$ cat config.mk
export PLATFORM = sky130hd
export DESIGN_NAME = dtms_cell
export DESIGN_NICKNAME = d
export VERILOG_FILES = /design/src/dtms_pkg.sv /design/src/dtms_cell.sv
export SDC_FILE = /design/constraint.sdc
export NUM_CORES = 1
export LEC_CHECK = 0
export ABC_AREA = 1
export BUFFER_PORTS_ARGS = -buffer_cell sky130_fd_sc_hd__buf_2
export CAP_MARGIN = 20
export CORE_AREA = 5 5 305 307
export CTS_BUF_LIST = sky130_fd_sc_hd__clkbuf_2
export CTS_CLUSTER_SIZE = 14
export DETAILED_ROUTE_END_ITERATION = 16
export DIE_AREA = 0 0 310 312
export GPL_ROUTABILITY_DRIVEN = 0
export PLACE_DENSITY = 0.39
export SYNTH_ARGS = -nofsm -noshare
export SYNTH_HDL_FRONTEND = slang
export SYNTH_SLANG_ARGS = --single-unit
$ cat constraint.sdc
create_clock -name i_clk -period 9.6 [get_ports i_clk]
set_input_delay 0.96 -clock i_clk [delete_from_list [all_inputs] [get_ports i_clk]]
set_output_delay 0.96 -clock i_clk [all_outputs]
set_load 0.05 [all_outputs]
$ cat src/dtms_pkg.sv
// Types and constants for the dead-reckoning time match search.
// No dependencies; imported by every module of the block.
`default_nettype none

package dtms_pkg;

    typedef enum logic [2:0] {
        ACT_NEW_LIST   = 3'd0,
        ACT_APPEND     = 3'd1,
        ACT_SET_NEWEST = 3'd2,
        ACT_SET_OLDEST = 3'd3,
        ACT_QUERY      = 3'd4
    } t_action;

    typedef enum logic [2:0] {
        ST_MATCHED    = 3'd0,
        ST_NEWER      = 3'd1,
        ST_OLDER      = 3'd2,
        ST_NO_MATCH   = 3'd3,
        ST_NO_MESSAGE = 3'd4
    } t_status;

    typedef enum logic {
        S_IDLE,
        S_SCAN
    } t_state;

    typedef logic [52:0] t_stamp;

    typedef struct packed {
        logic signed [31:0] delta_x;
        logic signed [31:0] delta_y;
        logic signed [31:0] yaw_step;
        logic        [15:0] belief;
        logic signed [31:0] sum_x;
        logic signed [31:0] sum_y;
        logic signed [31:0] sum_yaw;
    } t_motion;

    typedef struct packed {
        t_stamp  stamp;
        t_motion motion;
    } t_entry;

    typedef struct packed {
        t_status status;
        logic    found;
        t_motion motion;
    } t_result;

    localparam logic        [15:0] BELIEF_NEAR_ONE = 16'd64881;
    localparam logic signed [31:0] SUM_X_FALLBACK  = 32'shFE0C0000;

endpackage

`default_nettype wire

$ cat src/dtms_cell.sv
// One table cell: holds a single entry, loads on append, rotates from its neighbor.
// Depends on dtms_pkg.
`default_nettype none

module dtms_cell import dtms_pkg::*; (
    input  wire logic   i_clk,
    input  wire logic   i_load,
    input  wire logic   i_shift,
    input  wire t_entry i_wr_data,
    input  wire t_entry i_next,
    output t_entry      o_entry
);

    t_entry r_entry;

    always_ff @(posedge i_clk) begin
        if (i_load) begin
            r_entry <= i_wr_data;
        end else if (i_shift) begin
            r_entry <= i_next;
        end
    end

    assign o_entry = r_entry;

endmodule

`default_nettype wire

==> metrics <==
number of DRC markers in iteration 0 619; endpoints failing hold 0; vias per cell 3.45; Routed WL 54300 um; fmax 0.344 GHz; Post-Syn Nets 1628; Synth Flop Type edfxtp_1; share of layout cells above drive strength 1 36.8%; RSZ-0062 raised after global routing false; Post-DRT Antenna Nets 0; Startpoint Class flip-flop; Fillers 9828; max reg flops 261; worst slew pin tran 1060 ps; Placed Area 0.0163 sq mm; Die Wd 310 um; largest net degree at the start of global routing 140; residual DRC count 0; CP Data Required Time 8640 ps; CP Class reg2out; gr usage total 10.5%; DR vias 12.6k; final setup fails 0; dominant cell by count in the synthesized netlist nand2_1; sequential fraction of the synthesis area 70.2%; PnR worst setup slack 6690 ps; Initial Utilization 12.4%; core area 0.0897 sq mm; status finished, final reports clean; Async S/R FF share, synth 0%; Mapped Cells 1103; Yosys cell types 8; minimum clock period 2910 ps; Cell Area, Synth 0.0112 sq mm; setup TNS 0 ps; FF+latch count, synth 261; Synth top area share 70.2%; Syn. warnings 0; Max Cap Violations 0; WL/cell 14.9 um; largest area contributor in the netlist edfxtp_1; Buffers on Ports 785; Final nets 2945; clk slew on worst S/H paths 90 ps; GRT overflow 0; HPWL Detailed 38700 um; die span in y 312 um; Final period util 30.3%; Synth Area per Inst 10.1 sq um; Pre-antenna DRT Iters 5; VDD IR-drop max 59.9 uV; Clock Root Buffer clkbuf_2; Crit path buffers/inverters 1; Clock Path Buffers 3; postcts setup bufs 0; CP peak stage delay 590 ps; die footprint 0.0967 sq mm; P per Cell Area 153 mW/mm^2; Top delay family on crit path flip-flops; Slew HR 29.3%; Pleak 0.0109 uW; first-pass GRT wire length 76700 um; CP Cell Sequence buf_2; Tot Pwr 3370 uW; CP arrival 1950 ps; synth cell count leaders nand2_1 (783), edfxtp_1 (261), buf_2 (28); Area Growth Syn to Fin 97.3%; CTS tree built; Hold Path Class in2reg; Slew Limit Fails 0; CTS HTree Levels 3; CTS sink count 261; DP Worst Slack 5890 ps; total CTS buffers 78; Non-Filler Cell Area, Final 0.0220 sq mm; I/O pin cnt 786; initial antenna violation count 14; Crit-path slowest cell edfxtp_1; cts hold-fix bufs 503; maximum fanout along the worst path 1; EDFF count, synth 261; vias in the first global route 13.2k; Critical Path Sink Type output pin; post-cts sizing count 0; row count 110; top cells by area, synth edfxtp_1 (70%), nand2_1 (26%), buf_2 (1.3%)
per-layer routing:
layer / up-vias / global-route usage (%) / wire, um
li1: 6224 / - / -
met1: 5722 / 11.0 / 20300
met2: 542 / 18.7 / 26900
met3: 114 / 3.84 / 4990
met4: 2 / 4.89 / 2060
met5: - / 0 / 13
cell usage in the layout (no fill, tap or decap):
| cell | instances |
|---|---|
| clkinvlp_4 | 1 |
| dlygate4sd3_1 | 503 |
| diode_2 | 12 |
| inv_8 | 1 |
| bufinv_16 | 2 |
| buf_2 | 784 |
| clkinv_1 | 10 |
| buf_4 | 3 |
| clkinv_4 | 1 |
| or2_4 | 1 |
| nand2_1 | 783 |
| clkbuf_8 | 1 |
| inv_2 | 1 |
| clkbuf_2 | 110 |
| buf_12 | 3 |
| edfxtp_1 | 261 |
path summary, 6_finish.rpt:
| check | start | endpoint | slack (ps) | depth (start not counted) |
|---|---|---|---|---|
| setup / recovery | o_entry[260] | o_entry[260] | 6690 | 1 |
| hold / removal | i_next[36] | o_entry[36] | 290 | 3 |
kinds of logic (layout without fill, tap and decap cells):
group	count (synthesis)	in the layout	share of synthesized area, %
buffers and inverters	58	1420	3.41
and+or+nand+nor	784	784	26.4
DFF	261	261	70.2
other	0	12	0
area by class of cell:
cell class	count	area (sq um)	area share, %
clock inverter	15	118	0.534
clock buffer	110	551	2.50
timing repair buffer	1294	9050	41.1
sequential	261	7840	35.6
multi-input combinational	784	2950	13.4
antenna	12	30.0	0.136
inverter	1	11.3	0.0511
tap	1176	1470	6.68
report_power, final:
group          switching [uW]  internal [uW]
sequential               38.7           1400
clock                     513            356
combinational             703            363
per-stage QoR:
stage / hold slack (ps) / cells / util [%]
2_1_floorplan: 1140 / 1103 / -
3_3_place_gp: 1220 / 3013 / 18.2
3_5_place_dp: 1230 / 3013 / 18.2
4_1_cts: 0.338 / 3641 / 24.5
5_1_grt: 36.9 / 3652 / 24.5
6_report: 294 / 3653 / 24.5
Power figures use the tool's default switching activity.
