`config.mk`:
```
export PLATFORM = sky130hd
export DESIGN_NAME = dtms_ctrl
export DESIGN_NICKNAME = d
export VERILOG_FILES = /design/src/dtms_pkg.sv /design/src/dtms_ctrl.sv
export SDC_FILE = /design/constraint.sdc
export NUM_CORES = 1
export LEC_CHECK = 0
export BUFFER_PORTS_ARGS = -buffer_cell sky130_fd_sc_hd__clkbuf_2
export CORE_AREA = 2 2 314 316
export CTS_BUF_LIST = sky130_fd_sc_hd__clkbuf_8
export DETAILED_ROUTE_END_ITERATION = 8
export DIE_AREA = 0 0 316 318
export PLACE_DENSITY = 0.54
export SLEW_MARGIN = 10
export SYNTH_ARGS = -nofsm -noshare
export SYNTH_HDL_FRONTEND = slang
export SYNTH_SLANG_ARGS = --single-unit
```
`constraint.sdc`:
```
create_clock -name i_clk -period 45.9 [get_ports i_clk]
set_clock_uncertainty 0.05 [all_clocks]
set_input_delay 4.59 -clock i_clk [delete_from_list [all_inputs] [get_ports i_clk]]
set_output_delay 4.59 -clock i_clk [all_outputs]
set_load 0.03 [all_outputs]
```
`src/dtms_pkg.sv`:
```
// Types and constants for the dead-reckoning time match search.
// No dependencies; imported by every module of the block.
`default_nettype none

package dtms_pkg;

    typedef enum logic [2:0] {
        ACT_NEW_LIST   = 3'd0,
        ACT_APPEND     = 3'd1,
        ACT_SET_NEWEST = 3'd2,
        ACT_SET_OLDEST = 3'd3,
        ACT_QUERY      = 3'd4
    } t_action;

    typedef enum logic [2:0] {
        ST_MATCHED    = 3'd0,
        ST_NEWER      = 3'd1,
        ST_OLDER      = 3'd2,
        ST_NO_MATCH   = 3'd3,
        ST_NO_MESSAGE = 3'd4
    } t_status;

    typedef enum logic {
        S_IDLE,
        S_SCAN
    } t_state;

    typedef logic [52:0] t_stamp;

    typedef struct packed {
        logic signed [31:0] delta_x;
        logic signed [31:0] delta_y;
        logic signed [31:0] yaw_step;
        logic        [15:0] belief;
        logic signed [31:0] sum_x;
        logic signed [31:0] sum_y;
        logic signed [31:0] sum_yaw;
    } t_motion;

    typedef struct packed {
        t_stamp  stamp;
        t_motion motion;
    } t_entry;

    typedef struct packed {
        t_status status;
        logic    found;
        t_motion motion;
    } t_result;

    localparam logic        [15:0] BELIEF_NEAR_ONE = 16'd64881;
    localparam logic signed [31:0] SUM_X_FALLBACK  = 32'shFE0C0000;

endpackage

`default_nettype wire

```
`src/dtms_ctrl.sv`:
```
// Request control, bounds, scan sequencer and result register.
// Depends on dtms_pkg; drives the cell row built in the top level.
`default_nettype none

module dtms_ctrl import dtms_pkg::*; #(
    parameter  int unsigned DEPTH = 64,
    localparam int unsigned IW    = $clog2(DEPTH),
    localparam int unsigned CW    = $clog2(DEPTH + 1),
    localparam int unsigned SW    = IW + 1
) (
    input  wire logic          i_clk,
    input  wire logic          i_rst_n,
    input  wire logic          i_in_valid,
    output logic               o_in_stall,
    input  wire logic [2:0]    i_action,
    input  wire t_stamp        i_time_stamp,
    input  wire t_entry        i_head,
    input  wire t_entry        i_second,
    input  wire logic          i_out_stall,
    output logic               o_out_valid,
    output t_result            o_result,
    output logic               o_shift,
    output logic               o_wr_en,
    output logic [IW-1:0]      o_wr_idx
);

    t_state          r_state, n_state;
    logic [IW-1:0]   r_step, n_step;
    logic            r_hit, n_hit;
    t_motion         r_hit_data, n_hit_data;
    t_stamp          r_query, n_query;
    logic [CW-1:0]   r_count, n_count;
    t_stamp          r_newest, n_newest;
    t_stamp          r_oldest, n_oldest;
    logic            r_list, n_list;
    logic            r_out_valid, n_out_valid;
    t_result         r_out, n_out;

    t_action         act;
    logic            accept;
    logic            is_query;
    logic            newer;
    logic            older;
    logic            scan_go;
    logic            pair_ok;
    logic            hit;
    logic            last;
    logic            room;
    t_result         imm;

    assign act      = t_action'(i_action);
    assign accept   = i_in_valid && !o_in_stall;
    assign is_query = accept && (act == ACT_QUERY);
    assign newer    = i_time_stamp > r_newest;
    assign older    = i_time_stamp < r_oldest;
    assign scan_go  = is_query && r_list && !newer && !older;
    assign room     = r_count < CW'(DEPTH);

    assign pair_ok  = (SW'(r_step) + SW'(1)) < SW'(r_count);
    assign hit      = (r_state == S_SCAN) && pair_ok && !r_hit
                      && (r_query <= i_head.stamp) && (r_query > i_second.stamp);
    assign last     = r_step == IW'(DEPTH - 1);

    // immediate answers, decided at accept
    always_comb begin
        imm = '0;
        if (!r_list) begin
            imm.status = ST_NO_MESSAGE;
        end else if (newer) begin
            imm.status        = ST_NEWER;
            imm.found         = 1'b1;
            imm.motion.belief = BELIEF_NEAR_ONE;
        end else begin
            imm.status       = ST_OLDER;
            imm.motion.sum_x = SUM_X_FALLBACK;
        end
    end

    // next state
    always_comb begin
        n_state = r_state;
        case (r_state)
            S_IDLE: begin
                if (scan_go) begin
                    n_state = S_SCAN;
                end
            end
            S_SCAN: begin
                if (last) begin
                    n_state = S_IDLE;
                end
            end
            default: begin
                n_state = S_IDLE;
            end
        endcase
    end

    // state outputs
    always_comb begin
        o_in_stall = 1'b1;
        o_shift    = 1'b0;
        case (r_state)
            S_IDLE: begin
                o_in_stall = r_out_valid && i_out_stall;
            end
            S_SCAN: begin
                o_shift = 1'b1;
            end
            default: begin
                o_in_stall = 1'b1;
            end
        endcase
    end

    assign o_wr_en  = accept && (act == ACT_APPEND) && room;
    assign o_wr_idx = r_count[IW-1:0];

    // list bookkeeping
    always_comb begin
        n_count  = r_count;
        n_newest = r_newest;
        n_oldest = r_oldest;
        n_list   = r_list;
        n_query  = r_query;
        if (accept) begin
            case (act)
                ACT_NEW_LIST: begin
                    n_list   = 1'b1;
                    n_count  = '0;
                    n_newest = '0;
                    n_oldest = '0;
                end
                ACT_APPEND: begin
                    if (room) begin
                        n_count = r_count + CW'(1);
                    end
                end
                ACT_SET_NEWEST: begin
                    n_newest = i_time_stamp;
                end
                ACT_SET_OLDEST: begin
                    n_oldest = i_time_stamp;
                end
                ACT_QUERY: begin
                    n_query = i_time_stamp;
                end
                default: begin
                    n_count = r_count;
                end
            endcase
        end
    end

    // scan progress and result register
    always_comb begin
        n_step      = '0;
        n_hit       = 1'b0;
        n_hit_data  = r_hit_data;
        n_out       = r_out;
        n_out_valid = r_out_valid && i_out_stall;
        if (r_state == S_SCAN) begin
            n_step = r_step + IW'(1);
            n_hit  = r_hit || hit;
            if (hit) begin
                n_hit_data = i_head.motion;
            end
            if (last) begin
                n_out_valid = 1'b1;
                n_out       = '0;
                if (r_hit || hit) begin
                    n_out.status = ST_MATCHED;
                    n_out.found  = 1'b1;
                    n_out.motion = r_hit ? r_hit_data : i_head.motion;
                end else begin
                    n_out.status       = ST_NO_MATCH;
                    n_out.motion.sum_x = SUM_X_FALLBACK;
                end
            end
        end else if (is_query && !scan_go) begin
            n_out_valid = 1'b1;
            n_out       = imm;
        end
    end

    always_ff @(posedge i_clk) begin
        if (!i_rst_n) begin
            r_state     <= S_IDLE;
            r_step      <= '0;
            r_hit       <= 1'b0;
            r_count     <= '0;
            r_newest    <= '0;
            r_oldest    <= '0;
            r_list      <= 1'b0;
            r_out_valid <= 1'b0;
        end else begin
            r_state     <= n_state;
            r_step      <= n_step;
            r_hit       <= n_hit;
            r_count     <= n_count;
            r_newest    <= n_newest;
            r_oldest    <= n_oldest;
            r_list      <= n_list;
            r_out_valid <= n_out_valid;
        end
    end

    always_ff @(posedge i_clk) begin
        r_hit_data <= n_hit_data;
        r_query    <= n_query;
        r_out      <= n_out;
    end

    assign o_out_valid = r_out_valid;
    assign o_result    = r_out;

endmodule

`default_nettype wire

```
==> key figures <==
Status
  • Status: complete, no violations

Cells and area
  • Core Util, Final: 0.348
  • Fraction of final layout cells sized beyond drive strength 1: 0.263
  • Layout overhead on the synthesized area: 23.3%
  • Layout net count: between 3,000 and 4,000

Placed design
  • Buffers added on ports: around 600
  • DP HPWL: around 60,000 um
  • Final RePlAce weighted congestion: between 0.8 and 0.9

Die
  • Core Box Area: a little under 100,000 sq um
  • Count of pins on the block boundary: roughly 800
  • Starting density of the core: 0.282
  • Height of the chip: around 320 um
  • Die ar.: between 100,000 and 150,000 sq um
  • Die Wd: 316 um
  • Number of core rows: about 120

Logic synthesis
  • Number of enable flip-flop cells after synthesis: about 470
  • Average footprint of a synthesized cell: around 12 sq um
  • Total nets after synthesis: ~3,000
  • Sequential fraction of the synthesis area: 0.606
  • Post-synthesis register bit count: just under 600
  • Area of the mapped netlist: approximately 27,000 sq um
  • Share of async-settable or async-resettable flops after synthesis: 0
  • Post-synth cell types: 53
  • Post-synth top flop: sky130_fd_sc_hd__edfxtp_1
  • Synthesized instance count: approximately 2,200
  • Count of synthesis-stage warnings from yosys: 0

Setup path
  • Launching element type of the critical path: input pin
  • Start point of the critical path: i_out_stall
  • Capturing instance or port of the critical path: o_wr_en
  • Max Fanout on Critical Path: 7
  • Length in cells of the worst reg-to-reg path: 10
  • Worst EP arrival: 6.23 ns
  • CP endpoint kind: output port
  • Type of the worst setup path: input pin to output port
  • FF-to-FF Start: r_query[44]
  • Reg2Reg Setup Slack: 40.04 ns
  • Crit path largest cell delay: around 0.67 ns
  • Required time of the worst setup path: ~41 ns
  • Endpoint of the worst-slack reg-to-reg timing path: o_result[108]
  • Cell chain of the critical path: clkbuf_2, and2_1, nor2_1, nand2_1, a2111oi_2, nand2_1, inv_1, clkbuf_2
  • Cell with the largest stage delay on the worst path: sky130_fd_sc_hd__a2111oi_2

Route
  • Number of DRC markers after the initial detailed-route iteration: approximately 1,400
  • Remaining design rule violation count: 0
  • Detailed-route via count: roughly 19,000
  • Number of iterations in the first detailed-routing pass: 7
  • Total detailed-routing wirelength: 82,900 um
  • Vias per Instance: 4.53
  • Wire length per cell after detailed routing: 19.6 um
  • Count of antenna-violating nets left after detailed routing: 0

STA
  • Crit path time final: approximately 11 ns
  • Final cycle utilization of the critical path: 0.237
  • Unrepaired setup endpoints after global routing: false
  • Pin slew with the least headroom to its limit: between 1 and 1.5 ns
  • Relative slew slack: 0.259
  • Final hold violation count: 0
  • Final-report max-slew violation count: 0
  • Final setup vio count: 0
  • Final setup TNS: 0 ns
  • Max Clock Freq: 0.0920 GHz

Power and ir drop
  • Switching power share of the total: 0.247
  • Cell area power density: roughly 34 nW/um^2
  • Power share of the sequential group: 0.514
  • Combinational cell fraction of total power: 0.070
  • Share of total power in the clock network: 0.416
  • Internal Dissipation: around 0.00086 W
  • Static Leak: between 10 and 15 nW
  • Net Sw Power: between 0.0002 and 0.0003 W
  • Max VDD drop: between 20 and 25 uV

GRT
  • Total congestion overflow: 0
  • GRT Util Overall: 0.161
  • Global-route wire length before repair: roughly 120,000 um
  • Largest net degree at the start of global routing: between 150 and 200
  • Number of global-route vias before repair: 18,590
  • Antenna violations before repair: 22

Clock tree
  • # hold bufs at CTS: 0
  • Number of buffers added for setup after CTS: 0
  • Clock-pin slew reported for the worst setup and hold paths after clock tree synthesis: approximately 0.05 ns
  • CTS H-tree depth: 3
  • Clock buffers created by TritonCTS: around 110
  • Clock insertion delay at the later pin of the skew report: between 0.7 and 0.8 ns
  • Quantity of gates resized following cts: 0
  • Deepest clock path buffer count: 3
  • Buffer type at the clock tree root: sky130_fd_sc_hd__clkbuf_8
  • CTS tree: built
  • Number of clock sinks: between 500 and 600

Job
  • Number of max-cap violations: 0

Worst hold path
  • Class of the tightest hold or removal check: flop to flop
  • Hold Path Cell Cnt: 2
-- stage by stage --
stage	setup slack, ns	cell area [sq um]	power (W)	std cells	hold WS (ns)
global route	34.79	33900	0.00119	4225	0.428
global placement	35.01	31900	0.000677	4030	0.400
detailed placement	35.01	31900	0.000679	4030	0.407
floorplan	16.66	27500	0.000641	2223	0.384
CTS	35.01	33900	0.00116	4218	0.415
finish	35.03	33900	0.00114	4230	0.410
-- worst max-delay path: cells and delay by family --
| kind | cells | cell delay, ns |
|---|---|---|
| AOI/OAI and AO/OA | 1 | 0.67 |
| and+or+nand+nor | 4 | 0.60 |
| buffers and inverters | 3 | 0.39 |
-- cells in the final DEF, fill, tap and decap left out, types with 60 or more instances in the layout --
master	n
sky130_fd_sc_hd__clkbuf_2	594
sky130_fd_sc_hd__edfxtp_1	473
sky130_fd_sc_hd__inv_1	260
sky130_fd_sc_hd__ha_1	219
sky130_fd_sc_hd__nor2_1	216
sky130_fd_sc_hd__mux2i_1	189
sky130_fd_sc_hd__nand2_1	126
sky130_fd_sc_hd__dfxtp_1	122
sky130_fd_sc_hd__clkbuf_8	110
sky130_fd_sc_hd__a21oi_1	85
sky130_fd_sc_hd__nand3_1	78
sky130_fd_sc_hd__a21boi_0	60
-- routing by layer --
metal | track usage | up-vias | wire length (um)
li1 | - | 9293 | -
met1 | 0.207 | 9113 | 35900
met2 | 0.256 | 593 | 38200
met3 | 0.0466 | 140 | 6250
met4 | 0.0591 | 18 | 2360
met5 | 0 | - | 111
-- Yosys cell counts (19+ instances only) --
cell                       instances  area (sq um)
sky130_fd_sc_hd__nand4_1          40           250
sky130_fd_sc_hd__a21boi_0         60           450
sky130_fd_sc_hd__a22oi_1          47           353
sky130_fd_sc_hd__edfxtp_1        473         14200
sky130_fd_sc_hd__nor2b_1          54           338
sky130_fd_sc_hd__nor2_1          217           815
sky130_fd_sc_hd__ha_1            219          2740
sky130_fd_sc_hd__dfxtp_1         123          2460
sky130_fd_sc_hd__mux2i_1         189          1890
sky130_fd_sc_hd__nand2_1         126           473
sky130_fd_sc_hd__buf_2            19          95.1
sky130_fd_sc_hd__inv_1           230           863
sky130_fd_sc_hd__a21o_1           28           210
sky130_fd_sc_hd__nand3_1          78           390
sky130_fd_sc_hd__o21ai_0          29           145
sky130_fd_sc_hd__a21oi_1          85           425
sky130_fd_sc_hd__clkbuf_1         60           225
-- registers in the layout, summed over array words and instances, names as in the netlist --
signal       flops
r_newest        53
o_out_valid      1
r_query         53
r_hit            1
o_result       212
r_state          1
r_hit_data     208
r_step           6
r_oldest        53
r_list           1
r_count          7
-- worst min-delay path by stage --
stage,startpoint,endpoint
CTS,r_newest[29],r_newest[29]
global placement,r_newest[21],r_newest[21]
detailed placement,r_newest[25],r_newest[25]
finish,r_newest[37],r_newest[37]
global route,r_newest[6],r_newest[6]
floorplan,r_step[0],r_step[0]
-- kinds of logic after synthesis --
family,count (synthesis),share of synthesized area
xor gates and xnor gates,7,0.00223
adders and majority gates,219,0.0997
muxes,198,0.0725
buffers and inverters,325,0.0466
DFF,596,0.606
and+or+nand+nor,561,0.0935
AOI/OAI and AO/OA,317,0.0791
-- power groups by stage --
stage / registers (W) / logic [W] / clock network, W
3_3_place_gp: 0.000598 / 0.0000791 / 0
4_1_cts: 0.000587 / 0.0000809 / 0.000494
5_1_grt: 0.000587 / 0.0000903 / 0.000514
2_1_floorplan: 0.000604 / 0.0000377 / 0
6_report: 0.000587 / 0.0000798 / 0.000475
3_5_place_dp: 0.000598 / 0.0000803 / 0
-- final cells by class --
cell class / instances / area [sq um]
fillers: 9735 / 63500
multi-input cells: 1302 / 9590
diodes: 12 / 30.0
repair buffers: 615 / 3140
clock inverters: 78 / 475
inverters: 230 / 863
flip-flops and latches: 596 / 16700
well taps: 1287 / 1610
clock buffers: 110 / 1510
No activity file was read; power rests on OpenSTA's default activity.
